--- src/hdl/fftc_modmul.sv ---
module fftc_modmul #(
   parameter int COORD_BITS = 15
) (
   input  logic                    clock,
   input  logic                    en,
   input  logic [COORD_BITS-1:0]   a,
   input  logic [COORD_BITS-1:0]   b,
   input  logic [COORD_BITS-1:0]   p,
   input  logic [2*COORD_BITS:0]   m,
   output logic [COORD_BITS-1:0]   r
);
   localparam int W = COORD_BITS;
   localparam int K = 2 * W;

   logic [K-1:0]   prod_in, prod_ff;
   logic [K-1:0]   prod2_ff;
   logic [2*K:0]   bar_full;
   logic [K-1:0]   qhat_in, qhat_ff;
   logic [K-1:0]   qp;
   logic [K-1:0]   diff;
   logic [W:0]     rem_in, rem_ff;
   logic [W:0]     rem_sub;
   logic [W-1:0]   out_in, out_ff;

   assign prod_in  = {{W{1'b0}}, a} * {{W{1'b0}}, b};
   // Barrett estimate of the quotient, low by at most one
   assign bar_full = {{(K+1){1'b0}}, prod_ff} * {{K{1'b0}}, m};
   assign qhat_in  = bar_full[2*K-1:K];
   assign qp       = qhat_ff * {{W{1'b0}}, p};
   assign diff     = prod2_ff - qp;
   assign rem_in   = diff[W:0];
   assign rem_sub  = rem_ff - {1'b0, p};
   assign out_in   = (rem_ff >= {1'b0, p}) ? rem_sub[W-1:0] : rem_ff[W-1:0];

   always_ff @(posedge clock) begin
      if (en) begin
         prod_ff  <= prod_in;
         qhat_ff  <= qhat_in;
         prod2_ff <= prod_ff;
         rem_ff   <= rem_in;
         out_ff   <= out_in;
      end
   end

   assign r = out_ff;
endmodule

--- config.mk ---
export PLATFORM = sky130hd
export DESIGN_NAME = fftc_modmul
export DESIGN_NICKNAME = d
export VERILOG_FILES = /design/src/hdl/fftc_modmul.sv
export SDC_FILE = /design/constraint.sdc
export NUM_CORES = 2
export LEC_CHECK = 0
export BUFFER_PORTS_ARGS = -buffer_cell sky130_fd_sc_hd__buf_4
export CAP_MARGIN = 25
export CORE_MARGIN = 2
export CORE_UTILIZATION = 56
export DETAILED_ROUTE_END_ITERATION = 8
export GPL_ROUTABILITY_DRIVEN = 0
export PLACE_DENSITY = 0.73
export SYNTH_ARGS = -nofsm -noshare
export SYNTH_HDL_FRONTEND = slang
export SYNTH_SLANG_ARGS = --single-unit
--- constraint.sdc ---
create_clock -name clock -period 24.9 [get_ports clock]
set_input_delay 4.98 -clock clock [delete_from_list [all_inputs] [get_ports clock]]
set_output_delay 4.98 -clock clock [all_outputs]
set_load 0.01 [all_outputs]
# After elaboration in Yosys (flattened, before gate mapping)
# Index checks and enable logic that the tools add are counted.
# word_totals
output_inout_bits,15
input_bits,78
wordCells,12
regBits,107
# classes
magnitude_cmp,1
add_sub_neg,2
n_mul,3
muxes,1
# ops
operator,n
30-bit by 31-bit multiplier with 60-bit output,1
15-bit by 15-bit multiplier with 30-bit output,1
30-bit by 15-bit multiplier with 16-bit output,1
16-bit by 15-bit greater-or-equal comparator with 1-bit output,1
16-bit subtractor,1
15-bit two-way mux,1
15-bit subtractor,1

# Logic depth before layout (Yosys ltp)
# logic_depth
word_depth,2
mapped_depth,28

# Worst setup path after synthesis
# OpenSTA, ideal clock, no wires.
# synth_timing
kind,input to register
from,in m[16]
to,"reg qhat_ff[7], data pin"
n_path_buf,2
slack_ns,13.238
stages,25
setup_ns,0.135
arrival_ns,11.526
path_cell_list,clkbuf_1 > clkbuf_1 > and2_1 > fa_1 > fa_1 > inv_1 > fa_1 > fa_1 > inv_1 > fa_1 > fa_1 > fa_1 > inv_1 > fa_1 > inv_1 > ha_1 > a21o_1 > a21o_1 > a221oi_1 > o31ai_1 > nor2_1 > o21ai_1 > a21o_1 > or4_1 > nand3_1
# synth_between
elab_chain_cells,1
# synth_rtl
element,line,text
"start, declared",9,"input logic [2*COORD_BITS:0] m,"
30-bit by 31-bit multiplier with 60-bit output,27,"assign bar_full = {{(K+1){1'b0}}, prod_ff} * {{K{1'b0}}, m};"
named net bar_full[37],17,logic [2*K:0] bar_full;
"end signal, assigned",38,qhat_ff <= qhat_in;
"end, declared",18,"logic [K-1:0] qhat_in, qhat_ff;"
# The timed path passes the listed nets, and every way through them passes these cells.
# A chain may end at the register's enable or synchronous reset.

# Worst setup path in the final report
# layout_timing
from,in m[10]
to,"reg qhat_ff[7], data pin"
# Same word-level chain as after synthesis.

==> run summary <==
The flow ran to the end, and the final reports show no timing, DRC or antenna violations. The most common library cell in the layout ignoring fill and taps is inv_1. The number of enable flip-flop cells after synthesis came out at 93.

Fill cells in the final layout number 6196. Among cell families on the critical path, the largest total delay comes from adder cells. The critical path in this run is classified as in2reg. The global-route wire length before repair came out at 162 mm. The number of violations of the max-capacitance limit is 0. The height of the die came out at 272 µm. The setup TNS came out at 0 ns. Setup repair after global routing left no endpoint under its margin. Counting stages on the worst path, the most repeated cell is fa_1.

The number of buffers and inverters on the critical path is 7. The delay of the slowest critical-path stage is 0.55 ns. The clock root buffer is clkbuf_16.

The worst slew margin relative to its limit is 0.322. The remaining global-route overflow came out at 0. The data arrival time of the critical path is 12.12 ns.

After synthesis, the largest family of logic cells by area is adder cells. The cell count after placement came out at 5158. The placeable core region is 71400 µm². The remaining routing DRC violations is 0. TritonCTS built the clock tree. The cell area after synthesis came out at 40300 µm².

The post-synthesis share of cell area spent on xor and xnor gates is 0.0268. The die area is 74000 µm². In this run the deepest clock path goes through 2 buffers.

The net total in the final layout is 5590. The first-pass iteration count of the detailed router came out at 5. The area fraction in and, or, nand and nor cells after synthesis is 0.172. The number of sinks on the clock net is 93.

Of the synthesized area, sequential elements account for 0.0694. The number of buffers inserted by post-CTS setup repair is 0. After floorplanning, the core was divided into 98 placement rows. TritonCTS created 9 clock buffers. The total detailed-routing wirelength is 97.2 mm. Clock latency on the worst-skew pair, taken at its later pin, is 0.38 ns. Across every metal layer, demand over resource in global routing totals 0.278. In this run the worst hold path is classified as reg2reg.

After clock tree synthesis, the clock-pin slew on the worst setup and hold paths is 0.08 ns. The maximum achievable frequency came out at 84.1 MHz. The H-tree was split into 3 levels.

During placement, the flow inserted port buffers numbering 92. Of the post-synthesis cell area, the part taken by muxes is 0.00413. The data required time at the worst endpoint is 25.14 ns.

During synthesis, Yosys emitted a total of 0 warnings. In the final routed layout, each cell accounts on average for 18.8 µm. Of the cells placed in the final design, the portion with a size suffix greater than 1 is 0.0384. The mean cell area of the mapped netlist came out at 9.39 µm².

Of the total synthesized cell area, the portion taken by full adders, half adders and majority gates is 0.583. The total count of max-transition violations in the final report is 0. At the pin with the least slew margin, the transition time is 1.02 ns.

The number of antenna-violating nets in the routed design came out at 0. The number of vias after detailed routing is 28100. The share of the clock period used by the worst path came out at 0.477. The count of final setup violators is 0. The number of distinct library cells after synthesis came out at 59. The register bit total from synthesis came out at 93. In this run the horizontal extent of the chip is 272 µm. The count of hold buffers inserted by post-cts repair came out at 0. The synthesis-to-layout area growth is 4.11%. The worst clock skew is 0.0194 ns. The number of DRC violations after detailed-routing iteration 0 came out at 1779. The number of instances in the synthesized netlist is 4289. Synthesis produced a netlist with a net count of 5660. The final hold violation count is 0. The maximum net fanout on the critical path is 30. The quantity of gates resized following cts is 0. The share of the synthesized area in compound gates (AO/OA/AOI/OAI) came out at 0.0303. Among all flip-flop cells after synthesis, the most frequent one is edfxtp_1.

The number of global-route vias before repair came out at 30900. The starting utilization of the core area is 0.564. The slowest cell on the critical path is fa_1. The initial antenna violation count came out at 0. The top cell types in the final layout, fill and taps aside, are 1025 x inv_1, 972 x fa_1, 661 x and2_1, 550 x nand2_1, 321 x ha_1. Once layout is complete, the cells apart from fillers number 5174. The placed wire-length estimate is 76.1 mm.

The post-route minimum period came out at 11.88 ns. The repair_antennas step left the layout with diodes totalling 0. STA classifies the critical path endpoint as a flop.

The number of placed I/O pins came out at 93. The detailed-route vias per instance came out at 5.43. In the synthesized netlist the async set-or-reset flop fraction comes to 0. The largest net degree at the start of global routing came out at 78. STA classifies the critical path startpoint as an input pin.
worst reg2reg max path, cell delays in order (launching register included):
cell      delay [ns]
edfxtp_1        0.80
buf_4           0.48
nand2_1         0.15
fa_1            0.44
inv_1           0.09
fa_1            0.40
inv_1           0.07
fa_1            0.43
fa_1            0.51
inv_1           0.05
fa_1            0.55
fa_1            0.43
fa_1            0.49
inv_1           0.05
fa_1            0.47
inv_1           0.04
ha_1            0.33
a21o_1          0.18
a21o_1          0.17
a221oi_1        0.27
o31ai_1         0.16
nor2_1          0.37
o21ai_1         0.20
a21o_1          0.26
or4_1           0.41
nand3_1         0.09
stage by stage:
| step | util | cell area, µm² | setup WS (ns) | hold slack, ns |
|---|---|---|---|---|
| 2_1_floorplan | - | 40300 | 13.24 | 0.469 |
| 3_3_place_gp | 0.583 | 41600 | 12.77 | 0.525 |
| 3_5_place_dp | 0.583 | 41600 | 12.75 | 0.520 |
| 4_1_cts | 0.587 | 41900 | 13.12 | 0.523 |
| 5_1_grt | 0.587 | 41900 | 12.82 | 0.547 |
| 6_report | 0.587 | 41900 | 13.02 | 0.531 |
synthesized netlist by cell type (2+ instances only):
library cell,n,share of area
a21oi_2,4,0.00087
a21oi_1,49,0.0061
o31ai_1,5,0.00093
o41ai_1,2,0.00044
a211oi_1,7,0.0013
nor2b_1,7,0.0011
edfxtp_1,93,0.069
nand2_1,550,0.051
nor2_1,57,0.0053
o21a_1,12,0.0022
a31o_2,4,0.00087
a21o_1,23,0.0043
nor4_1,3,0.00047
mux2_2,12,0.0034
and3_1,8,0.0012
nor3_1,19,0.0024
o211ai_1,6,0.0011
and4_1,2,0.00044
and2_1,661,0.10
nand2b_1,7,0.0011
o21ai_0,34,0.0042
inv_1,1025,0.096
nand4_1,8,0.0012
o21ai_1,2,0.00025
a31oi_1,8,0.0012
mux2i_1,2,0.00050
ha_1,321,0.10
a311oi_1,3,0.00065
o21bai_1,8,0.0015
or4_1,2,0.00037
xor2_1,29,0.0063
nand3_1,15,0.0019
a21boi_0,3,0.00056
clkbuf_1,200,0.019
a2111oi_0,2,0.00044
fa_1,972,0.48
or3_1,8,0.0012
a41oi_1,2,0.00044
xnor2_1,94,0.020
registers in the layout (all words and copies together), names as in the netlist:
| signal | cells |
|---|---|
| prod2_ff | 16 |
| prod_ff | 30 |
| qhat_ff | 16 |
| r | 15 |
| rem_ff | 16 |
area by class of cell:
cell class                      count  area, µm²  area share
Clock inverter                      7       92.6     0.00221
Sequential cell                    93       2790      0.0666
Tap cell                          950       1190      0.0284
Inverter                         1025       3850      0.0918
Timing Repair Buffer              121        908      0.0217
Multi-Input combinational cell   2969      32900       0.784
Clock buffer                        9        225     0.00537
worst paths after layout:
path	to	cells after the start	slack, ns	start
worst min-delay path	prod2_ff[14]	0	0.53	prod_ff[14]
worst max register to register	qhat_ff[7]	25	16.90	prod_ff[15]
worst min register to register	prod2_ff[14]	0	0.53	prod_ff[14]
worst max-delay path	qhat_ff[7]	25	13.02	m[10]
kinds of logic after synthesis:
group / count (synthesis)
muxes: 15
DFF: 93
buffers and inverters: 1227
AOI/OAI and AO/OA: 186
xor gates and xnor gates: 123
adders and majority gates: 1293
and+or+nand+nor: 1352
layer usage:
layer | vias up | wire, µm | part of all wire | track usage
met2 | 1007 | 47400 | 0.49 | 0.472
li1 | 12300 | - | - | -
met4 | 0 | 2630 | 0.027 | 0.0700
met5 | - | 0 | 0 | 0
met3 | 187 | 7290 | 0.075 | 0.0465
met1 | 14600 | 39900 | 0.41 | 0.375
Power is left out: the tool's default activity adds up to more than one toggle a clock period on the data nets, which glitch-free logic cannot reach.
