===== src/hdl/fftc_pkg.sv =====
package fftc_pkg;

   // Default coordinate width and register reset values
   localparam int COORD_BITS_DEF = 15;
   localparam int MODULUS_RESET  = 5;
   localparam int Q_RESET        = 0;

   // Cycles through one modular multiply unit
   localparam int MM_LATENCY = 4;

   // Register map of the configuration port
   localparam int CSR_INDEX_BITS = 2;
   typedef logic [CSR_INDEX_BITS-1:0] csr_index_type;
   localparam csr_index_type CSR_MODULUS = 2'd0;
   localparam csr_index_type CSR_Q_VALUE = 2'd1;

   // Line pairs tried for the intersection, in order
   typedef logic [1:0] line_index_type;
   localparam line_index_type PAIR_A [3] = '{2'd0, 2'd0, 2'd1};
   localparam line_index_type PAIR_B [3] = '{2'd1, 2'd2, 2'd2};

endpackage


===== src/hdl/fftc_recip.sv =====
module fftc_recip #(
   parameter int COORD_BITS = 15
) (
   input  logic                    clock,
   input  logic                    reset,
   input  logic                    start,
   input  logic [COORD_BITS-1:0]   divisor,
   output logic                    busy,
   output logic [2*COORD_BITS:0]   quot
);
   import fftc_pkg::*;

   localparam int W  = COORD_BITS;
   localparam int K  = 2 * W;
   localparam int CW = $clog2(K + 1);
   localparam logic [K:0] QUOT_RESET = (K+1)'((64'd1 << K) / 64'(MODULUS_RESET));

   logic            busy_ff, busy_in;
   logic [CW-1:0]   cnt_ff, cnt_in;
   logic [W-1:0]    rem_ff, rem_in;
   logic [W-1:0]    dvs_ff, dvs_in;
   logic [K:0]      quo_ff, quo_in;
   logic [W:0]      trial;
   logic [W:0]      trial_sub;
   logic            ge;

   // Long division of 2^K by the divisor, one quotient bit a cycle
   assign trial     = {rem_ff, (cnt_ff == CW'(K))};
   assign ge        = trial >= {1'b0, dvs_ff};
   assign trial_sub = trial - {1'b0, dvs_ff};

   always_comb begin
      busy_in = busy_ff;
      cnt_in  = cnt_ff;
      rem_in  = rem_ff;
      dvs_in  = dvs_ff;
      quo_in  = quo_ff;
      if (start) begin
         busy_in = 1'b1;
         cnt_in  = CW'(K);
         rem_in  = '0;
         dvs_in  = divisor;
         quo_in  = '0;
      end else if (busy_ff) begin
         rem_in = ge ? trial_sub[W-1:0] : trial[W-1:0];
         quo_in = {quo_ff[K-1:0], ge};
         if (cnt_ff == '0) begin
            busy_in = 1'b0;
         end else begin
            cnt_in = cnt_ff - 1'b1;
         end
      end
   end

   always_ff @(posedge clock) begin
      if (reset) begin
         busy_ff <= 1'b0;
         cnt_ff  <= '0;
         quo_ff  <= QUOT_RESET;
      end else begin
         busy_ff <= busy_in;
         cnt_ff  <= cnt_in;
         quo_ff  <= quo_in;
      end
   end

   always_ff @(posedge clock) begin
      rem_ff <= rem_in;
      dvs_ff <= dvs_in;
   end

   assign busy = busy_ff;
   assign quot = quo_ff;
endmodule


===== config.mk =====
export PLATFORM = sky130hd
export DESIGN_NAME = fftc_recip
export DESIGN_NICKNAME = d
export VERILOG_FILES = /design/src/hdl/fftc_pkg.sv /design/src/hdl/fftc_recip.sv
export SDC_FILE = /design/constraint.sdc
export NUM_CORES = 1
export LEC_CHECK = 0
export BUFFER_PORTS_ARGS = -buffer_cell sky130_fd_sc_hd__buf_4
export CORE_ASPECT_RATIO = 0.6
export CORE_UTILIZATION = 59
export CTS_BUF_LIST = sky130_fd_sc_hd__clkbuf_4
export DETAILED_ROUTE_END_ITERATION = 16
export GPL_TIMING_DRIVEN = 0
export PLACE_DENSITY_LB_ADDON = 0.05
export SETUP_SLACK_MARGIN = 0.2
export SYNTH_ARGS = -nofsm -noshare
export SYNTH_HDL_FRONTEND = slang
export SYNTH_SLANG_ARGS = --single-unit

===== constraint.sdc =====
create_clock -name clock -period 3.3 [get_ports clock]
set_input_delay 0.66 -clock clock [delete_from_list [all_inputs] [get_ports clock]]
set_output_delay 0.66 -clock clock [all_outputs]
set_load 0.05 [all_outputs]

Word-level counts from Yosys, hierarchy flattened
Index checks and enable logic that the tools add are counted.
{"block": "totals", "word_cells": 27, "input_bits": 18, "output_inout_bits": 32, "reg_bits": 67}
{"block": "op_classes", "n_addsub": 2, "eq_ne": 2, "n_lt_le_gt_ge": 1, "mux": 9, "bitwise_logic": 1, "n_reduce_logical": 5}
{"cell": "$mux W28", "count": 2}
{"cell": "$ge A16 B15 Y1", "count": 1}
{"cell": "$mux W15", "count": 1}
{"cell": "$mux W5", "count": 3}
{"cell": "$sub A15 B15 Y15", "count": 1}
{"cell": "$eq A5 B5 Y1 const B", "count": 1}
{"cell": "$logic_not A5 Y1", "count": 1}
{"cell": "$sub A5 B1 Y5 const B", "count": 1}
{"cell": "$reduce_and A2 Y1", "count": 2}
{"cell": "$mux W1", "count": 3}
{"cell": "$ne A2 B2 Y1 const B", "count": 1}
{"cell": "$reduce_bool A2 Y1", "count": 1}
{"cell": "$reduce_or A2 Y1", "count": 1}
{"cell": "$not A1 Y1", "count": 1}

Depth between registers and ports, before layout
{"block": "depth", "word_depth": 4, "ltp_mapped": 14, "depth_no_buf": 12}

Least setup slack after synthesis
Ideal clock, no wire load.
{"block": "synth_path", "kind": "register -> register", "start": "register cnt_ff[0]", "end": "register rem_ff[0]", "setup_ns": 0.079, "n_path_buf": 1, "setup_slack_ns": 0.514, "period_less_slack_ns": 2.786, "path_stages_with_launch": 14, "arrival_ns": 2.707, "required_time_ns": 3.221, "path_cell_list": "dfxtp_1 > inv_1 > ha_1 > nand4_1 > ha_1 > fa_1 > nand2b_1 > o2bb2ai_1 > a311oi_2 > o2111ai_1 > and2_1 > buf_6 > mux2_4 > a211oi_2"}
{"block": "synth_between", "elab_chain_cells": 3, "elab_cells_between_ends": 4, "classes_between": "1 x add/sub; 1 x order compare; 1 x eq/ne; 1 x mux"}
{"item": "start: declaration", "line": "fftc_recip.sv:19", "text": "logic [CW-1:0] cnt_ff, cnt_in;"}
{"item": "start signal: assignment", "line": "fftc_recip.sv:62", "text": "cnt_ff <= cnt_in;"}
{"item": "$eq A5 B5 Y1 *", "line": "fftc_recip.sv:28", "text": "assign trial = {rem_ff, (cnt_ff == CW'(K))};"}
{"item": "$sub A15 B15 Y15 / $ge A16 B15 Y1 (equally long branches)", "line": "fftc_recip.sv:30, fftc_recip.sv:29"}
{"item": "$mux W15 *", "line": "fftc_recip.sv:45", "text": "rem_in = ge ? trial_sub[W-1:0] : trial[W-1:0];"}
{"item": "end signal: assignment", "line": "fftc_recip.sv:68", "text": "rem_ff <= rem_in;"}
{"item": "end: declaration", "line": "fftc_recip.sv:20", "text": "logic [W-1:0] rem_ff, rem_in;"}
Every way passes the cells marked *; elsewhere a longest branch is shown, timed or not.
A chain may end at the register's enable or synchronous reset.

Worst setup path in the final report
{"block": "layout_path", "start": "register cnt_ff[0]", "end": "register rem_ff[13]"}
Same word-level chain as after synthesis.

==> metrics.md <==
| Metric | Value |
|---|---|
| Status | finished with violations |
| Failing checks | design-rule violations |
| Core area | 5180 um2 |
| Via density | 5.83 |
| Final GP Congestion | 0.897 |
| IO Port Bufs | 49 |
| Unrepaired setup endpoints after global routing | false |
| Total Wirelength | 7520 um |
| Largest family of logic cells by synthesized area | compound AO/OA/AOI/OAI gates |
| Clock slew at reported path FFs | 120 ps |
| CP Capture Type | register |
| Wire per inst | 16.5 um |
| 1st-pass router iterations | 10 |
| DR iter-0 viols | 161 |
| First-pass GRT wire length | 11800 um |
| Number of global-route vias before repair | 2430 |
| Multiplexer share of the synthesized area | 10.3% |
| Setup violations, final | 0 |
| Initial antenna violation count | 0 |
| Final slew viol count | 0 |
| Synth Flop Type | dfxtp_1 |
| Post-synthesis async set-or-reset flop share | 0% |
| Crit Path Class | register to register |
| H-Tree Depth | 3 |
| Fraction of layout cells with a size suffix above 1 | 22.8% |
| Worst rel slew slack | 45.7% |
| Crit-path max FO | 10 |
| Mapped Cells | 325 |
| Synthesized Nets | 361 |
| GR Overflow Total | 0 |
| Setup TNS | 0 ps |
| Largest net degree at the start of global routing | 17 |
| Worst VDD drop | 0.000332 V |
| Insertion delay of the later-clocked pin in the worst-skew pair | 420 ps |
| Syn Std Cell Area | 3250 um2 |
| Crit path required time | 3590 ps |
| Arrival @ worst endpoint | 3300 ps |
| Vias | 2663 |
| Die width | 97.8 um |
| DRC Markers | 6 |
| Initial Utilization | 62.7% |
| Pwr per Cell Area | 539 nW/um2 |
| Worst hold path type | input port to register |
| CTS Sinks | 67 |
| Critical path launch point type | register |
| Tightest Pin Transition | 814 ps |
| Commonest non-fill, non-tap cell in the layout | buf_4 |
| R2r worst-path depth | 14 |
| Minimum clock period | 3010 ps |
| Num CTS Buffers | 9 |
| Hold EP | dvs_ff[7] |
| Post-synth EDFFs | 15 |
| Post-DP HPWL | 5400 um |
| Adder-Cell Fraction of Synth Area | 7.17% |
| Synthesis-stage register bit count | 67 |
| Placed Instances | 440 |
| IO Count | 50 |
| CTS tree | done |
| Fraction of the mapped netlist area in compound gates | 17.7% |
| Synth Area in XOR/XNOR | 2.97% |
| Most frequent cells in the layout | buf_4 (51), dfxtp_1 (50), nor2_1 (35), mux2i_1 (32), inv_1 (20) |
| Yosys warnings | 0 |
| Post-synthesis sequential area ratio | 45.9% |
| Syn Area/Cell | 9.99 um2 |
| Synth Area in Simple Gates | 11.3% |
| CTS root buf | clkbuf_4 |
| Highest clock rate | 333 MHz |
| DIE HEIGHT | 59.5 um |
| Final hold viol count | 0 |
| Finished Layout Cells | 457 |
| Net count reported at finish | 422 |
| R2R setup slack | 290 ps |
| Leakage power | 1.70 nW |
| Reg2reg start | cnt_ff[0] |
| Ant diodes | 0 |
| Final Cycle Share | 91.1% |
| WHS Path Cells | 1 |
| MaxCap Viol Count | 0 |
| Post-route ant nets | 0 |
| Clock Skew | 17.6 ps |
| Die ar. | 5810 um2 |
| Total GRT Usage | 27.1% |
| CTS Hold Bufs | 0 |
| CTS max path bufs | 2 |
| Rows | 20 |
| Library cells used by synthesis | 49 |
| Area grow syn2layout | 21.6% |
| Hold path start | divisor[7] |
| FF-to-FF End | rem_ff[13] |
-- how the worst max path moves through the flow --
stage / start / endpoint / cells after the start / slack [ps]
after global routing: cnt_ff[0] / rem_ff[14] / 14 / 170
after global placement: cnt_ff[0] / rem_ff[0] / 13 / 250
after floorplan: cnt_ff[0] / rem_ff[0] / 13 / 510
after detailed placement: cnt_ff[0] / rem_ff[0] / 13 / 210
after CTS: cnt_ff[0] / rem_ff[13] / 14 / 230
final: cnt_ff[0] / rem_ff[13] / 14 / 290
-- power by group --
group          switching [mW]  internal [mW]  total (mW)  leakage [nW]
Clock                   0.311          0.383       0.693         0.100
Sequential             0.0403          0.894       0.935         0.576
Combinational           0.303          0.195       0.498          1.02
Total                   0.654           1.47        2.13          1.70
-- cell families after synthesis --
kind of cell / after synthesis
AOI/OAI and AO/OA: 78
xor gates and xnor gates: 11
adders and majority gates: 18
buffers and inverters: 38
DFF: 67
muxes: 33
and+or+nand+nor: 80
-- state kept, by name, summed over array words and instances, names as in the netlist --
register  flops
busy          1
rem_ff       15
quot         31
dvs_ff       15
cnt_ff        5
-- what timing repair did --
item | CTS | global route
pin swaps | 0 | 4
hold endpoints to repair | 0 | 0
endpoints found under the setup margin | 3 | 16
cloned | 0 | 0
setup buffers | 0 | 1
gates resized for setup | 2 | 13
-- routing by layer --
metal	track usage [%]	vias to the layer above	wire length, um
li1	-	1299	-
met1	35.8	1258	3730
met2	43.2	90	3250
met3	8.73	16	431
met4	8.01	0	103
met5	0	-	0
-- Yosys cell counts, drive strengths merged (3+ instances only) --
| cell type | count | area, um2 |
|---|---|---|
| nand3 | 4 | 25.0 |
| a21oi | 13 | 65.1 |
| mux2i | 32 | 320 |
| o21bai | 15 | 113 |
| a211oi | 5 | 42.5 |
| ha | 17 | 213 |
| and3 | 4 | 25.0 |
| o21a | 4 | 30.0 |
| o31ai | 6 | 45.0 |
| a21o | 4 | 30.0 |
| edfxtp | 15 | 450 |
| nor2 | 35 | 131 |
| nand2 | 20 | 75.1 |
| dfxtp | 52 | 1040 |
| xnor2 | 7 | 61.3 |
| a311oi | 8 | 76.3 |
| nor2b | 3 | 18.8 |
| inv | 21 | 78.8 |
| clkbuf | 11 | 41.3 |
| xor2 | 4 | 35.0 |
| buf | 6 | 31.3 |
| nor3 | 4 | 20.0 |
| a32oi | 3 | 26.3 |
| o21ai | 7 | 35.0 |
-- layout make-up --
type | instances | area (um2)
timing repair buffer | 50 | 375
inverter | 21 | 78.8
multi-input combinational | 220 | 1660
fill | 364 | 1230
clock inverter | 7 | 115
tap | 66 | 82.6
buffer | 17 | 75.1
sequential | 67 | 1490
clock buffer | 9 | 67.6
-- stage by stage --
step                hold WS [ps]  utilization (%)  cell area [um2]  power (mW)  setup WS [ps]
finish                       407             76.2             3950        2.13            294
detailed placement           489             71.4             3700        1.42            209
global route                 380             76.2             3950        2.21            171
floorplan                    468                -             3250        1.29            514
CTS                          390             75.2             3890        2.10            225
global placement             478             71.4             3700        1.40            251
-- worst max-delay path: stages, from the launching register on --
cell	delay, ps
dfxtp_2	350
inv_2	70
ha_1	150
nand4_1	140
ha_2	240
fa_2	340
nand2b_4	160
o2bb2ai_4	160
a311oi_2	300
o2111ai_2	200
and2_4	180
buf_6	130
buf_4	180
a32oi_2	180
o31ai_1	100
No activity file was read; power rests on OpenSTA's default activity.
